### src/hgu_pkg.sv
// Package for the history gravity update block: field widths, op codes,
// command and status types shared by the front, back and top level.
// Depends on nothing.
package hgu_pkg;

    // Field widths of the request and response words.
    localparam int OP_W     = 2;
    localparam int MOVE_W   = 16;
    localparam int WEIGHT_W = 12;
    localparam int SCORE_W  = 32;

    // The table index starts above the low four bits of the move code.
    localparam int INDEX_SHIFT = 4;

    // Gravity divisor of 512 is a shift by nine with truncation toward zero.
    localparam int GRAVITY_SHIFT = 9;

    // Product of weight (zero extended) and score, and the update sum.
    localparam int PROD_W = SCORE_W + WEIGHT_W + 1;
    localparam int SUM_W  = PROD_W + 1;

    // Command queue between front and back.
    localparam int QUEUE_DEPTH = 2;
    localparam int QPTR_W      = $clog2(QUEUE_DEPTH);
    localparam int QCNT_W      = $clog2(QUEUE_DEPTH + 1);

    // Op codes carried in the request word.
    localparam logic [OP_W-1:0] OP_RECORD = 2'd0;
    localparam logic [OP_W-1:0] OP_READ   = 2'd1;
    localparam logic [OP_W-1:0] OP_CLEAR  = 2'd2;

    // Saturation limits of a score.
    localparam logic signed [SCORE_W-1:0] SCORE_MAX = 32'sh7FFF_FFFF;
    localparam logic signed [SCORE_W-1:0] SCORE_MIN = 32'sh8000_0000;
    localparam logic signed [SUM_W-1:0]   SUM_MAX   = SUM_W'(SCORE_MAX);
    localparam logic signed [SUM_W-1:0]   SUM_MIN   = SUM_W'(SCORE_MIN);

    // Bias that makes an arithmetic shift round a negative product toward zero.
    localparam logic signed [PROD_W-1:0] GRAVITY_BIAS =
        PROD_W'((1 << GRAVITY_SHIFT) - 1);
    localparam logic signed [PROD_W-1:0] PROD_ZERO = '0;

    // Work classes decided by the front.
    typedef enum logic [1:0] {
        K_RECORD,
        K_READ,
        K_CLEAR,
        K_NONE
    } kind_t;

    // One classified command, without the table index.
    typedef struct packed {
        kind_t               kind;
        logic                matched;
        logic                capture;
        logic                last;
        logic [WEIGHT_W-1:0] weight;
    } cmd_t;

    // Status the back reports to the front.
    typedef struct packed {
        logic init_busy;
    } back_stat_t;

endpackage

### src/hgu_req_if.sv
// Request channel interface: valid, ready and the fields of one request word.
// Depends on hgu_pkg for field widths.
interface hgu_req_if;
    logic                         valid;
    logic                         ready;
    logic [hgu_pkg::OP_W-1:0]     op;
    logic [hgu_pkg::MOVE_W-1:0]   move_word;
    logic                         is_capture;
    logic [hgu_pkg::MOVE_W-1:0]   cutoff_move;
    logic [hgu_pkg::WEIGHT_W-1:0] weight;
    logic                         last;

    modport source (
        output valid, op, move_word, is_capture, cutoff_move, weight, last,
        input  ready
    );
    modport sink (
        input  valid, op, move_word, is_capture, cutoff_move, weight, last,
        output ready
    );
endinterface

### src/hgu_front.sv
// Front of the history gravity update block: accepts request words,
// classifies them and holds them in a short command queue for the back.
// Depends on hgu_pkg and hgu_req_if.
module hgu_front #(
    parameter int INDEX_BITS = 12
) (
    input  logic                    clk,
    input  logic                    rst_n,
    hgu_req_if.sink                 req,
    input  hgu_pkg::back_stat_t     stat,
    input  logic                    pop,
    output logic                    head_valid,
    output hgu_pkg::cmd_t           head_cmd,
    output logic [INDEX_BITS-1:0]   head_idx
);

    hgu_pkg::cmd_t               q_cmd_reg [hgu_pkg::QUEUE_DEPTH];
    logic [INDEX_BITS-1:0]       q_idx_reg [hgu_pkg::QUEUE_DEPTH];
    logic [hgu_pkg::QPTR_W-1:0]  wr_ptr_reg;
    logic [hgu_pkg::QPTR_W-1:0]  rd_ptr_reg;
    logic [hgu_pkg::QCNT_W-1:0]  count_reg;

    hgu_pkg::cmd_t               new_cmd;
    logic [INDEX_BITS-1:0]       new_idx;
    logic                        push;
    logic                        do_pop;

    // Classify the incoming word.
    always_comb
    begin
        new_cmd.matched = (req.move_word == req.cutoff_move);
        new_cmd.capture = req.is_capture;
        new_cmd.last    = req.last;
        new_cmd.weight  = req.weight;
        unique case (req.op)
            hgu_pkg::OP_RECORD: new_cmd.kind = hgu_pkg::K_RECORD;
            hgu_pkg::OP_READ:   new_cmd.kind = hgu_pkg::K_READ;
            hgu_pkg::OP_CLEAR:  new_cmd.kind = hgu_pkg::K_CLEAR;
            default:            new_cmd.kind = hgu_pkg::K_NONE;
        endcase
    end

    // Table index: move bits above the low four, zero above index bit eleven.
    assign new_idx = INDEX_BITS'(req.move_word >> hgu_pkg::INDEX_SHIFT);

    // Handshake: take a word while there is room and the reset sweep is done.
    assign req.ready = (count_reg != hgu_pkg::QCNT_W'(hgu_pkg::QUEUE_DEPTH))
                       && !stat.init_busy;
    assign push      = req.valid && req.ready;
    assign do_pop    = pop && head_valid;

    assign head_valid = (count_reg != '0);
    assign head_cmd   = q_cmd_reg[rd_ptr_reg];
    assign head_idx   = q_idx_reg[rd_ptr_reg];

    // Queue storage.
    always_ff @(posedge clk)
    begin
        if (push)
        begin
            q_cmd_reg[wr_ptr_reg] <= new_cmd;
            q_idx_reg[wr_ptr_reg] <= new_idx;
        end
    end

    // Queue pointers and fill count.
    always_ff @(posedge clk or negedge rst_n)
    begin
        if (!rst_n)
        begin
            wr_ptr_reg <= '0;
            rd_ptr_reg <= '0;
            count_reg  <= '0;
        end
        else
        begin
            if (push)
            begin
                wr_ptr_reg <= wr_ptr_reg + 1'b1;
            end
            if (do_pop)
            begin
                rd_ptr_reg <= rd_ptr_reg + 1'b1;
            end
            if (push && !do_pop)
            begin
                count_reg <= count_reg + 1'b1;
            end
            else if (do_pop && !push)
            begin
                count_reg <= count_reg - 1'b1;
            end
        end
    end

`ifndef SYNTHESIS
    // No word may enter the queue while the table is still being cleared.
    a_no_fill_during_init: assert property (
        @(posedge clk) disable iff (!rst_n)
        stat.init_busy |-> (count_reg == '0)
    ) else $error("command queue filled during reset sweep");

    // The fill count never exceeds the queue depth.
    a_count_bound: assert property (
        @(posedge clk) disable iff (!rst_n)
        count_reg <= hgu_pkg::QCNT_W'(hgu_pkg::QUEUE_DEPTH)
    ) else $error("command queue overflow");
`endif

endmodule

### src/flat_wrapper.sv
// flat-port wrapper written by rule: the top's interface ports become plain ports
module hgu_front_flat 
#(
    parameter int INDEX_BITS = 12
)
  (clk, rst_n, stat, pop, head_valid, head_cmd, head_idx, req_valid, req_op, req_move_word, req_is_capture, req_cutoff_move, req_weight, req_last, req_ready);
  hgu_req_if req_i ();
  input  logic clk;
  input  logic rst_n;
  input  hgu_pkg::back_stat_t stat;
  input  logic pop;
  output logic head_valid;
  output hgu_pkg::cmd_t head_cmd;
  output logic [INDEX_BITS-1:0] head_idx;
  input wire logic [$bits(req_i.valid)-1:0] req_valid;
  input wire logic [$bits(req_i.op)-1:0] req_op;
  input wire logic [$bits(req_i.move_word)-1:0] req_move_word;
  input wire logic [$bits(req_i.is_capture)-1:0] req_is_capture;
  input wire logic [$bits(req_i.cutoff_move)-1:0] req_cutoff_move;
  input wire logic [$bits(req_i.weight)-1:0] req_weight;
  input wire logic [$bits(req_i.last)-1:0] req_last;
  output wire logic [$bits(req_i.ready)-1:0] req_ready;
  assign req_i.valid = req_valid;
  assign req_i.op = req_op;
  assign req_i.move_word = req_move_word;
  assign req_i.is_capture = req_is_capture;
  assign req_i.cutoff_move = req_cutoff_move;
  assign req_i.weight = req_weight;
  assign req_i.last = req_last;
  assign req_ready = req_i.ready;
  hgu_front #(.INDEX_BITS(INDEX_BITS)) u_core (.clk(clk), .rst_n(rst_n), .req(req_i), .stat(stat), .pop(pop), .head_valid(head_valid), .head_cmd(head_cmd), .head_idx(head_idx));
endmodule
### config.mk
export PLATFORM = sky130hd
export DESIGN_NAME = hgu_front_flat
export DESIGN_NICKNAME = d
export VERILOG_FILES = /design/src/hgu_pkg.sv /design/src/hgu_req_if.sv /design/src/hgu_front.sv /design/src/flat_wrapper.sv
export SDC_FILE = /design/constraint.sdc
export NUM_CORES = 1
export LEC_CHECK = 0
export BUFFER_PORTS_ARGS = -buffer_cell sky130_fd_sc_hd__buf_2
export CORE_MARGIN = 3
export CORE_UTILIZATION = 54
export CTS_BUF_LIST = sky130_fd_sc_hd__clkbuf_4 sky130_fd_sc_hd__clkbuf_8
export DETAILED_ROUTE_END_ITERATION = 8
export PLACE_DENSITY = 0.93
export SYNTH_ARGS = -nofsm -noshare
export SYNTH_HDL_FRONTEND = slang
export SYNTH_SLANG_ARGS = --single-unit
### constraint.sdc
create_clock -name clk -period 5.6 [get_ports clk]
set_clock_uncertainty 0.15 [all_clocks]
set_input_delay 0.28 -clock clk [delete_from_list [all_inputs] [get_ports clk]]
set_output_delay 0.28 -clock clk [all_outputs]
set_load 0.01 [all_outputs]
==> impl_metrics.py <==
metrics = {
    "drt": {
        "vias": 1478,
        "wl_um": 4560,
        "antenna_left": 0,
        "routedWlPerCell_um": 15.3,
        "post-route-drc-count": 0,
        "viasPerCell": 4.96,
        "drt_iter0_drc": 97,
        "dr.pass1.iters": 4,
    },
    "finish": {
        "n_fill_cell": 287,
        "syn2layout_area_growth_pct": 32.2,
        "drive_above_1_share_pct": 53.7,
        "largest_reg_flops": 34,
        "diodes": 0,
        "nets": 295,
        "fin_util_pct": 74.5,
    },
    "clock_network": {
        "path_clk_slew_ns": 0.06,
        "tritoncts": "yes",
        "cts_buffers": 9,
        "insertion_delay_ns": 0.32,
        "clock_sinks": 62,
        "clockBufferDepth": 2,
        "cts_max_level": 3,
        "root_buffer": "clkbuf_8",
    },
    "power_and_ir_drop": {
        "power_w": 0.00133,
        "p_sw_share_pct": 27.8,
        "p_int_w": 0.000961,
        "p_per_area_nw_per_um2": 405,
        "switchingPower_w": 0.000370,
        "comb_power_share_pct": 28.8,
        "peakVddDrop_mv": 0.232,
        "leakage_nw": 1.28,
        "p_seq_share_pct": 46.8,
        "power_frac_clock_pct": 24.4,
    },
    "worst_setup_path": {
        "critPathCaptureType": "output port",
        "critPathArrivalTime_ns": 1.89,
        "startpoint_type": "flop",
        "cp.required_ns": 5.17,
        "critPathMaxFanout": 16,
        "critPathKind": "flop to output port",
    },
    "global_routing": {
        "grt_max_degree": 30,
        "grt_overflow": 0,
        "grt_pass1_vias": 1514,
        "antenna_found_initial": 0,
        "grt_pass1_wl_um": 6890,
        "track_usage_pct": 17.4,
    },
    "logic_synthesis": {
        "ys_ff_latch": 62,
        "synth.distinct_cells": 17,
        "synthTopCellsByArea": "edfxtp_1 (70%), mux2_2 (13%), xnor2_1 (7.0%), dfrtp_1 (4.0%), nand4_1 (1.0%)",
        "avgSynthCellArea_um2": 18.7,
        "synthArstFlopShare_pct": 6.45,
        "ys_seq_area_share_pct": 74.0,
        "syn_inst": 133,
        "synth_top_cell_by_area": "edfxtp_1",
        "syn_nets": 187,
        "synth_common_cells": "edfxtp_1 (58), mux2_2 (29), xnor2_1 (20)",
        "synth_most_common_cell": "edfxtp_1",
        "synth_top_cell_area_share_pct": 70.0,
        "ys.flop_type": "edfxtp_1",
        "synth_edf_count": 58,
        "syn_area_um2": 2490,
        "synth_warnings": 0,
    },
    "worst_hold_path": {
        "hp-class": "primary input to flop",
    },
    "run_status": {
        "status": "finished, final reports clean",
    },
    "die": {
        "fp.dieH_um": 73.9,
        "initial_core_util_pct": 56.3,
        "io_pins": 84,
        "die-width_um": 73.9,
        "die-area_um2": 5460,
        "core-area_um2": 4410,
        "row_count": 24,
    },
    "placed_design": {
        "dp_slack_ns": 3.54,
        "io_buffers": 83,
        "place_congestion": 0.708,
        "place_hpwl_um": 3120,
    },
    "timing": {
        "hold_violations": 0,
        "slew_viol_final": 0,
        "fin_ws_ns": 3.28,
        "fmax_mhz": 430,
        "worst_slew_pin_slew_ns": 0.657,
        "tns_ns": 0,
        "setup_viol": 0,
        "fin_crit_ns": 2.32,
        "rsz0062_at_grt": "false",
        "slew_headroom_pct": 56.2,
        "fin_crit_sh_pct": 41.5,
    },
    "flow_run": {
        "maxCapViolCount": 0,
    },
}
[critical path: stages, from the launching register on]
cell and delay, ns:
dfrtp_1 0.71, buf_4 0.35, mux2_2 0.37, buf_2 0.14
[final timing paths]
kind                                          endpoint  depth (start not counted)  slack, ns           startpoint
worst max-delay path                       head_idx[5]                          3       3.28    u_core.rd_ptr_reg
worst min-delay path            u_core.q_cmd_reg[1][3]                          1       0.01        req_weight[3]
worst max register to register  u_core.q_idx_reg[0][1]                          3       3.55  u_core.count_reg[0]
worst min register to register       u_core.wr_ptr_reg                          1       0.36    u_core.wr_ptr_reg
max in group asynchronous            u_core.wr_ptr_reg                          2       5.01                rst_n
min in group asynchronous          u_core.count_reg[1]                          2       0.17                rst_n
[cells by family (layout without fill, tap and decap cells)]
group / Yosys count / count (layout) / share of synthesized area [%]
compound gates: 2 / 2 / 0.604
fa+ha+maj: 1 / 1 / 0.503
buf+inv: 8 / 121 / 1.66
simple gates: 10 / 10 / 2.67
flops: 62 / 62 / 74.0
mux: 29 / 29 / 13.1
xor+xnor: 21 / 21 / 7.39
[power by group through the flow]
stage                     Combinational (W)  Clock [W]  Sequential, W
after floorplan                    0.000270          0       0.000610
after global placement             0.000373          0       0.000631
after detailed placement           0.000378          0       0.000635
after CTS                          0.000389   0.000331       0.000625
after global routing               0.000413   0.000361       0.000631
final                              0.000383   0.000325       0.000623
[through the flow]
step | std cells | hold WS (ns) | cell area, µm²
3_5_place_dp | 266 | -0.0554 | 2960
3_3_place_gp | 266 | -0.0576 | 2960
4_1_cts | 296 | 0.00264 | 3270
2_1_floorplan | 133 | -0.166 | 2490
5_1_grt | 298 | 0.00113 | 3290
6_report | 298 | 0.0126 | 3290
[area by class of cell]
| class | count | area, µm² | area share, % |
|---|---|---|---|
| Timing Repair Buffer | 102 | 598 | 18.2 |
| Tap cell | 52 | 65.1 | 1.98 |
| Inverter | 3 | 11.3 | 0.342 |
| Multi-Input combinational cell | 63 | 607 | 18.5 |
| Clock buffer | 13 | 154 | 4.68 |
| Clock inverter | 3 | 11.3 | 0.342 |
| Sequential cell | 62 | 1840 | 56.0 |
[placed cells by master (no fill, tap or decap), drive strengths merged, types with 2 or more instances in the layout]
master / count
xnor2: 20
buf: 86
dlygate4sd3: 16
mux2: 29
edfxtp: 58
nand4: 4
dfrtp: 4
clkinv: 3
nor2: 2
inv: 3
clkbuf: 13
[timing repair]
| item | in CTS | in global routing |
|---|---|---|
| resized for setup | 0 | 0 |
| endpoints found under the hold margin | 29 | 4 |
| buffers inserted | 0 | 0 |
| hold buffers | 14 | 2 |
[layer usage]
layer	vias up	share of wire (%)	global-route usage, %
met5	-	0	0
met4	0	1.7	9.05
met3	8	3.9	4.24
met2	42	57	30.0
met1	709	38	19.9
li1	719	-	-
Power figures use the tool's default switching activity.
